[src/rtl/sosg_pkg.sv]
// ----------------------------------------------------------------------------
// sosg_pkg
// Shared types, codes and fixed-point helpers of the shape outline generator.
// ----------------------------------------------------------------------------
package sosg_pkg;

   typedef enum logic [1:0] {
      KIND_CIRCLE = 2'd0,
      KIND_BOX    = 2'd1,
      KIND_OBOX   = 2'd2,
      KIND_NONE   = 2'd3
   } kind_type;

   typedef enum logic [0:0] {
      CSR_DRAW_ENABLE  = 1'd0,
      CSR_PLANE_HEIGHT = 1'd1
   } csr_index_type;

   localparam logic [31:0] PLANE_HEIGHT_RESET = 32'd3277;
   localparam int          TERM_W             = 34;
   localparam int          SUM_W              = 36;
   localparam int          QUEUE_DEPTH        = 2;

   localparam logic [63:0] PI_Q30  = 64'd3373259426;
   localparam logic [63:0] Q30_ONE = 64'h0000_0000_4000_0000;

   localparam logic signed [SUM_W-1:0] SAT_MAX = 36'sh07FFFFFFF;
   localparam logic signed [SUM_W-1:0] SAT_MIN = 36'shF80000000;

   typedef logic signed [TERM_W-1:0] term_type;

   // One classified command; offsets ax..bz are already scaled
   typedef struct packed {
      kind_type           kind;
      logic [31:0]        color;
      logic signed [31:0] cx;
      logic signed [31:0] cz;
      term_type           ax;
      term_type           az;
      term_type           bx;
      term_type           bz;
   } shape_type;

   function automatic logic [63:0] rnd30(input logic [63:0] v);
      return (v + 64'h2000_0000) >> 30;
   endfunction

   function automatic logic [63:0] rnd31(input logic [63:0] v);
      return (v + 64'h4000_0000) >> 31;
   endfunction

   // Q2.30 cos/sin of a turn fraction; evaluated at elaboration only
   function automatic logic [63:0] unit_vec(input logic [31:0] phase);
      logic [63:0] r, x, x2, x3, x4, x5, x6, x7, x8, s, c, t, co, si;
      logic        swap;
      r    = 64'(phase[29:0]);
      swap = r > 64'h2000_0000;
      if (swap) begin
         r = Q30_ONE - r;
      end
      x  = rnd31(r * PI_Q30);
      x2 = rnd30(x * x);
      x3 = rnd30(x2 * x);
      x4 = rnd30(x2 * x2);
      x5 = rnd30(x4 * x);
      x6 = rnd30(x4 * x2);
      x7 = rnd30(x6 * x);
      x8 = rnd30(x4 * x4);
      s  = ((x - x3 / 64'd6) + x5 / 64'd120) - x7 / 64'd5040;
      c  = (((Q30_ONE - x2 / 64'd2) + x4 / 64'd24) - x6 / 64'd720) + x8 / 64'd40320;
      if (swap) begin
         t = s;
         s = c;
         c = t;
      end
      case (phase[31:30])
         2'd0: begin
            co = c;
            si = s;
         end
         2'd1: begin
            co = -s;
            si = c;
         end
         2'd2: begin
            co = -c;
            si = -s;
         end
         default: begin
            co = s;
            si = -c;
         end
      endcase
      return {co[31:0], si[31:0]};
   endfunction

   // product >> 30, rounded half away from zero
   function automatic term_type round_q30(input logic signed [63:0] p);
      logic [63:0] mag, r;
      mag = p[63] ? 64'(-p) : 64'(p);
      r   = (mag + 64'h2000_0000) >> 30;
      return p[63] ? -$signed(r[TERM_W-1:0]) : $signed(r[TERM_W-1:0]);
   endfunction

   // product >> 14, rounded half away from zero
   function automatic term_type round_q14(input logic signed [47:0] p);
      logic [47:0] mag, r;
      mag = p[47] ? 48'(-p) : 48'(p);
      r   = (mag + 48'h2000) >> 14;
      return p[47] ? -$signed(r[TERM_W-1:0]) : $signed(r[TERM_W-1:0]);
   endfunction

   function automatic logic signed [31:0] sat32(input logic signed [SUM_W-1:0] v);
      if (v > SAT_MAX) begin
         return 32'sh7FFF_FFFF;
      end else if (v < SAT_MIN) begin
         return 32'sh8000_0000;
      end
      return v[31:0];
   endfunction

endpackage

[src/rtl/sosg_queue.sv]
// ----------------------------------------------------------------------------
// sosg_queue
// Short command queue between the front and the segment sequencer.
// ----------------------------------------------------------------------------
module sosg_queue (
   input  logic                clock,
   input  logic                reset,
   input  logic                push,
   input  sosg_pkg::shape_type wr_data,
   input  logic                pop,
   output sosg_pkg::shape_type rd_data,
   output logic                full,
   output logic                empty
);
   import sosg_pkg::*;

   localparam int PTR_W = (QUEUE_DEPTH > 1) ? $clog2(QUEUE_DEPTH) : 1;
   localparam int CNT_W = $clog2(QUEUE_DEPTH + 1);

   shape_type           entry_ff [QUEUE_DEPTH];
   logic [PTR_W-1:0]    wr_ptr_ff, wr_ptr_in, rd_ptr_ff, rd_ptr_in;
   logic [CNT_W-1:0]    count_ff, count_in;

   assign full    = count_ff == CNT_W'(QUEUE_DEPTH);
   assign empty   = count_ff == '0;
   assign rd_data = entry_ff[rd_ptr_ff];

   always_comb begin
      wr_ptr_in = wr_ptr_ff;
      rd_ptr_in = rd_ptr_ff;
      count_in  = count_ff;
      if (push) begin
         wr_ptr_in = (wr_ptr_ff == PTR_W'(QUEUE_DEPTH - 1)) ? '0 : wr_ptr_ff + 1'b1;
      end
      if (pop) begin
         rd_ptr_in = (rd_ptr_ff == PTR_W'(QUEUE_DEPTH - 1)) ? '0 : rd_ptr_ff + 1'b1;
      end
      if (push && !pop) begin
         count_in = count_ff + 1'b1;
      end else if (pop && !push) begin
         count_in = count_ff - 1'b1;
      end
   end

   always_ff @(posedge clock) begin
      if (reset) begin
         wr_ptr_ff <= '0;
         rd_ptr_ff <= '0;
         count_ff  <= '0;
      end else begin
         wr_ptr_ff <= wr_ptr_in;
         rd_ptr_ff <= rd_ptr_in;
         count_ff  <= count_in;
      end
   end

   always_ff @(posedge clock) begin
      if (push) begin
         entry_ff[wr_ptr_ff] <= wr_data;
      end
   end

   a_no_overflow: assert property (@(posedge clock) disable iff (reset)
      push |-> !full)
      else $error("queue push while full");

   a_no_underflow: assert property (@(posedge clock) disable iff (reset)
      pop |-> !empty)
      else $error("queue pop while empty");

endmodule

[config.mk]
export PLATFORM = sky130hd
export DESIGN_NAME = sosg_queue
export DESIGN_NICKNAME = d
export VERILOG_FILES = /design/src/rtl/sosg_pkg.sv /design/src/rtl/sosg_queue.sv
export SDC_FILE = /design/constraint.sdc
export NUM_CORES = 1
export LEC_CHECK = 0
export BUFFER_PORTS_ARGS = -buffer_cell sky130_fd_sc_hd__buf_2
export CAP_MARGIN = 20
export CORE_UTILIZATION = 35
export DETAILED_ROUTE_END_ITERATION = 16
export HOLD_SLACK_MARGIN = 0.1
export SLEW_MARGIN = 20
export SYNTH_ARGS = -nofsm -noshare
export SYNTH_HDL_FRONTEND = slang
export SYNTH_SLANG_ARGS = --single-unit
[constraint.sdc]
create_clock -name clock -period 34.8 [get_ports clock]
set_input_delay 3.48 -clock clock [delete_from_list [all_inputs] [get_ports clock]]
set_output_delay 3.48 -clock clock [all_outputs]
set_load 0.01 [all_outputs]
Word-level counts from Yosys, hierarchy flattened
Memories as Yosys holds them, arrays and structs flattened. A register that Yosys moved wholly into a read port is not among the register bits.
Index checks and enable logic that the tools add are counted.
{"block": "op_classes", "n_addsub": 4, "mul": 0, "n_div": 0, "order_cmp": 0, "eq_ne": 1, "n_shift": 0, "mux": 8, "bitwise": 0, "reduce_logical": 6}
{"operator": "1-bit two-way mux", "n": 6}
{"operator": "2-bit two-way mux", "n": 2}
{"operator": "1-bit adder (second input constant)", "n": 2}
{"operator": "2-bit by 1-bit adder with 2-bit output (second input constant)", "n": 1}
{"operator": "2-bit == test (second input constant)", "n": 1}
{"operator": "1-bit logical AND", "n": 2}
{"operator": "1-bit logical NOT", "n": 2}
{"operator": "2-bit logical NOT", "n": 1}
{"operator": "2-bit nonzero test", "n": 1}
{"operator": "2-bit by 1-bit subtractor with 2-bit output (second input constant)", "n": 1}
{"block": "word_totals", "reg_bits": 4, "latch_bits": 0, "ramBits": 468, "rom_bits": 0, "input_bits": 238, "output_inout_bits": 236, "elab_cells": 23, "mem_count": 1}
{"name": "entry_ff", "depth": 2, "word_bits": 234, "read_ports": 1, "rd_clocked_by_memory_dff": 1, "wr": 1, "line": "sosg_queue.sv:20", "source": "shape_type entry_ff [QUEUE_DEPTH];"}

Logic depth before layout (Yosys ltp)
{"block": "depth", "ltp_word": 4, "ltp_mapped": 5, "ltp_nobuf": 5}

Worst setup path after synthesis
Ideal clock, no wire load.
{"block": "synth_timing", "path_kind": "input port to flip-flop", "startpoint": "input port push", "endpoint": "memory entry_ff[0][0] (netlist name) (enable)", "setup_ns": 0.861, "t_arrival_ns": 13.556, "required_ns": 33.939, "slack_ns": 20.383, "cell_stages": 1, "n_path_buf": 0, "path_cell_list": "nor2b_1"}
{"block": "synth_between", "elab_chain_cells": 2}
{"item": "from (decl)", "line": "sosg_queue.sv:8", "source": "input logic push,"}
{"item": "1-bit two-way mux", "line": "sosg_queue.sv:58", "source": "if (push) begin"}
{"item": "1-bit two-way mux (not written as such)", "line": "sosg_queue.sv:59", "source": "entry_ff[wr_ptr_ff] <= wr_data;"}
{"item": "to (decl)", "line": "sosg_queue.sv:20"}
Every way passes these cells.

==> impl_metrics.yaml <==
power:
  swShare: 0.2193
  comb_power_share: 0.112
  max-vdd-ir-drop_uv: 37.03
  leakage_nw: 8.644
  switchingPower_mw: 0.2926
  p_int_mw: 1.041
  p_seq_frac: 0.507
  p_clk_frac: 0.381
  power_density_mw_per_mm2: 59.64
cts:
  cts_buffers: 49
  hold_buffers: 0
  cts_sinks: 473
  clk_pin_slew_ns: 0.06
  clk_latency_ns: 0.56
  cts_max_path_buffers: 3
  cts_max_level: 2
  cts_setup_buffers: 0
  cts_resized: 0
  cts_tree: "built"
  cts_root_buf: "clkbuf_16"
sta:
  finalMaxSlewViolations: 0
  skew_ns: 0.009673
  setup_tns_ns: 0
  period_minus_slack_ns: 6.543
  worst_pin_slew_ns: 1.185
  holdWs_ns: 0.5256
  slew_headroom: 0.2103
  rsz0062_at_grt: "no"
  finalSetupViolations: 0
  post-route-period-util: 0.1880
  max_freq_mhz: 152.8
  finalHoldViolations: 0
detailed_routing:
  wire_per_inst_um: 18.09
  drc: 0
  firstDrtPassIters: 4
  wl_mm: 35.56
  ant_nets: 0
  drtIter0Drc: 353
  vias: 8672
  vias_per_cell: 4.411
placement:
  gp_congestion: 0.7257
  port_buffers: 473
  hpwlAfterDp_mm: 23.45
die:
  io_pins: 474
  start_util: 0.3544
  fp.coreArea_mm2: 0.05007
  die_area_mm2: 0.05160
  die_y_um: 227.2
  rows: 82
  die-width_um: 227.2
finish:
  areaGrowthSynthToFinish_pct: 26.06
  diodes: 0
  n_fill_cell: 4427
  final_layout_size_suffix_gt1_frac: 0.6136
  fin_nets: 1496
setup_path:
  r2r_slack_ns: 31.71
  critPathLaunchType: "register"
  cp_data_required_time_ns: 31.32
  cp_num_buf_inv: 2
  slowest_delay_ns: 0.92
  critPathTopFamily: "buffers and inverters"
  path_cells: "buf_4, mux2_2, buf_2"
  r2r_end: "entry_ff[0][76]$_DFFE_PP_"
  end_kind: "primary output"
  cp_max_fo: 60
  crit_type: "reg -> out"
  cp.arrival_ns: 3.06
  r2r-start: "wr_ptr_ff$_SDFFE_PP0P_"
  cp_slowest_cell: "dfxtp_4"
  reg2reg_depth: 4
global_route:
  grt_remaining_overflow: 0
  grt_pass1_vias: 8754
  antenna_found_initial: 0
  grt_usage: 0.1293
  grt_max_degree: 122
  grt_pass1_wl_mm: 50.32
worst_hold_path:
  worstHoldPathCells: 2
  min_from: "rd_ptr_ff$_SDFFE_PP0P_"
  hp-class: "reg -> reg"
status:
  status: "finished clean"
synthesis:
  synth_area_per_cell_um2: 23.66
  synth_area_mm2: 0.01774
  yosys_warnings: 0
  synth-seq-area-share: 0.7977
  synth_nets: 989
  synth-seq-cells: 473
  synth_cells: 750
  synth_cell_types: 16
flow_run:
  max_cap_violations: 0
cells in the final DEF, fill, tap and decap left out, drive strengths merged:
cell,n
a21oi,1
and2,1
buf,482
bufinv,6
clkbuf,51
clkinv,26
clkinvlp,5
dfxtp,5
edfxtp,468
ha,1
inv,1
mux2,234
nor2,5
nor2b,2
o21ai,1
or3,1
xnor2,2
xor2,2
tightest hold or removal path, delay by kind of cell, from the launching register on:
family        cells  cell delay (ns)
simple gates      1             0.08
xor+xnor          1             0.09
flops             1             0.32
how the worst max path moves through the flow:
stage | start | end | slack (ns) | depth (start not counted)
global route | register | rd_data[227] | 28.07 | 3
CTS | register | rd_data[214] | 28.17 | 3
finish | register | rd_data[214] | 28.26 | 3
floorplan | push | entry_ff[0][0]$_DFFE_PP_ | 20.38 | 1
global placement | push | entry_ff[0][85]$_DFFE_PP_ | 28.34 | 5
detailed placement | push | entry_ff[0][85]$_DFFE_PP_ | 28.36 | 5
metrics by stage:
stage                     setup slack, ns  cell area (um2)  cells  power, mW    util
after floorplan                     20.38            17740    750     0.7879       -
after global placement              28.34            20800   1878     0.8376  0.4154
after detailed placement            28.36            20800   1878     0.8405  0.4154
after CTS                           28.17            22370   1966      1.354  0.4467
after global routing                28.07            22370   1966      1.384  0.4467
final                               28.26            22370   1966      1.334  0.4467
power groups by stage:
stage / clock (mW) / combinational, mW / sequential, mW
after detailed placement: 0 / 0.152 / 0.689
after floorplan: 0 / 0.0936 / 0.694
after global placement: 0 / 0.150 / 0.687
after CTS: 0.525 / 0.152 / 0.677
after global routing: 0.544 / 0.160 / 0.679
final: 0.508 / 0.149 / 0.676
per-layer routing:
metal | vias to the layer above | GRT usage | wire (um)
met5 | - | 0 | 0
li1 | 4008 | - | -
met4 | 0 | 0.04417 | 857
met3 | 57 | 0.04182 | 2495
met2 | 244 | 0.2267 | 18490
met1 | 4363 | 0.1477 | 13720
registers in the layout (all words and copies together) (netlist names), named ones only:
name	flops
wr_ptr_ff	1
entry_ff	468
count_ff	2
rd_ptr_ff	1
synthesized netlist by cell type:
| master | n | area (um2) |
|---|---|---|
| or3_1 | 1 | 6.260 |
| mux2_2 | 74 | 833.3 |
| xor2_1 | 2 | 17.52 |
| o21ai_0 | 1 | 5.000 |
| nor2b_1 | 2 | 12.51 |
| buf_2 | 7 | 35.03 |
| edfxtp_1 | 468 | 14050 |
| mux2_4 | 160 | 2402 |
| nor2_1 | 5 | 18.77 |
| and2_1 | 1 | 6.260 |
| dfxtp_1 | 5 | 100.1 |
| ha_1 | 1 | 12.51 |
| inv_1 | 1 | 3.750 |
| buf_6 | 19 | 214.0 |
| a21oi_1 | 1 | 5.000 |
| xnor2_1 | 2 | 17.52 |
layout make-up:
cell class | count | area [um2] | area share
repair buffers | 482 | 2447 | 0.1094
multi-input cells | 250 | 3347 | 0.1496
flip-flops and latches | 473 | 14160 | 0.6329
well taps | 672 | 840.8 | 0.03759
clock buffers | 51 | 1234 | 0.05515
clock inverters | 37 | 337.8 | 0.01510
inverters | 1 | 3.754 | 0.0001678
cells by family (layout without fill, tap and decap cells):
group / after synthesis / count (layout) / share of synthesized area
DFF: 473 / 473 / 0.7977
muxes: 234 / 234 / 0.1824
buffers and inverters: 27 / 571 / 0.01424
and+or+nand+nor: 9 / 9 / 0.002469
xor gates and xnor gates: 4 / 4 / 0.001975
AOI/OAI and AO/OA: 2 / 2 / 0.0005636
adders and majority gates: 1 / 1 / 0.0007051
Power figures use the tool's default switching activity.
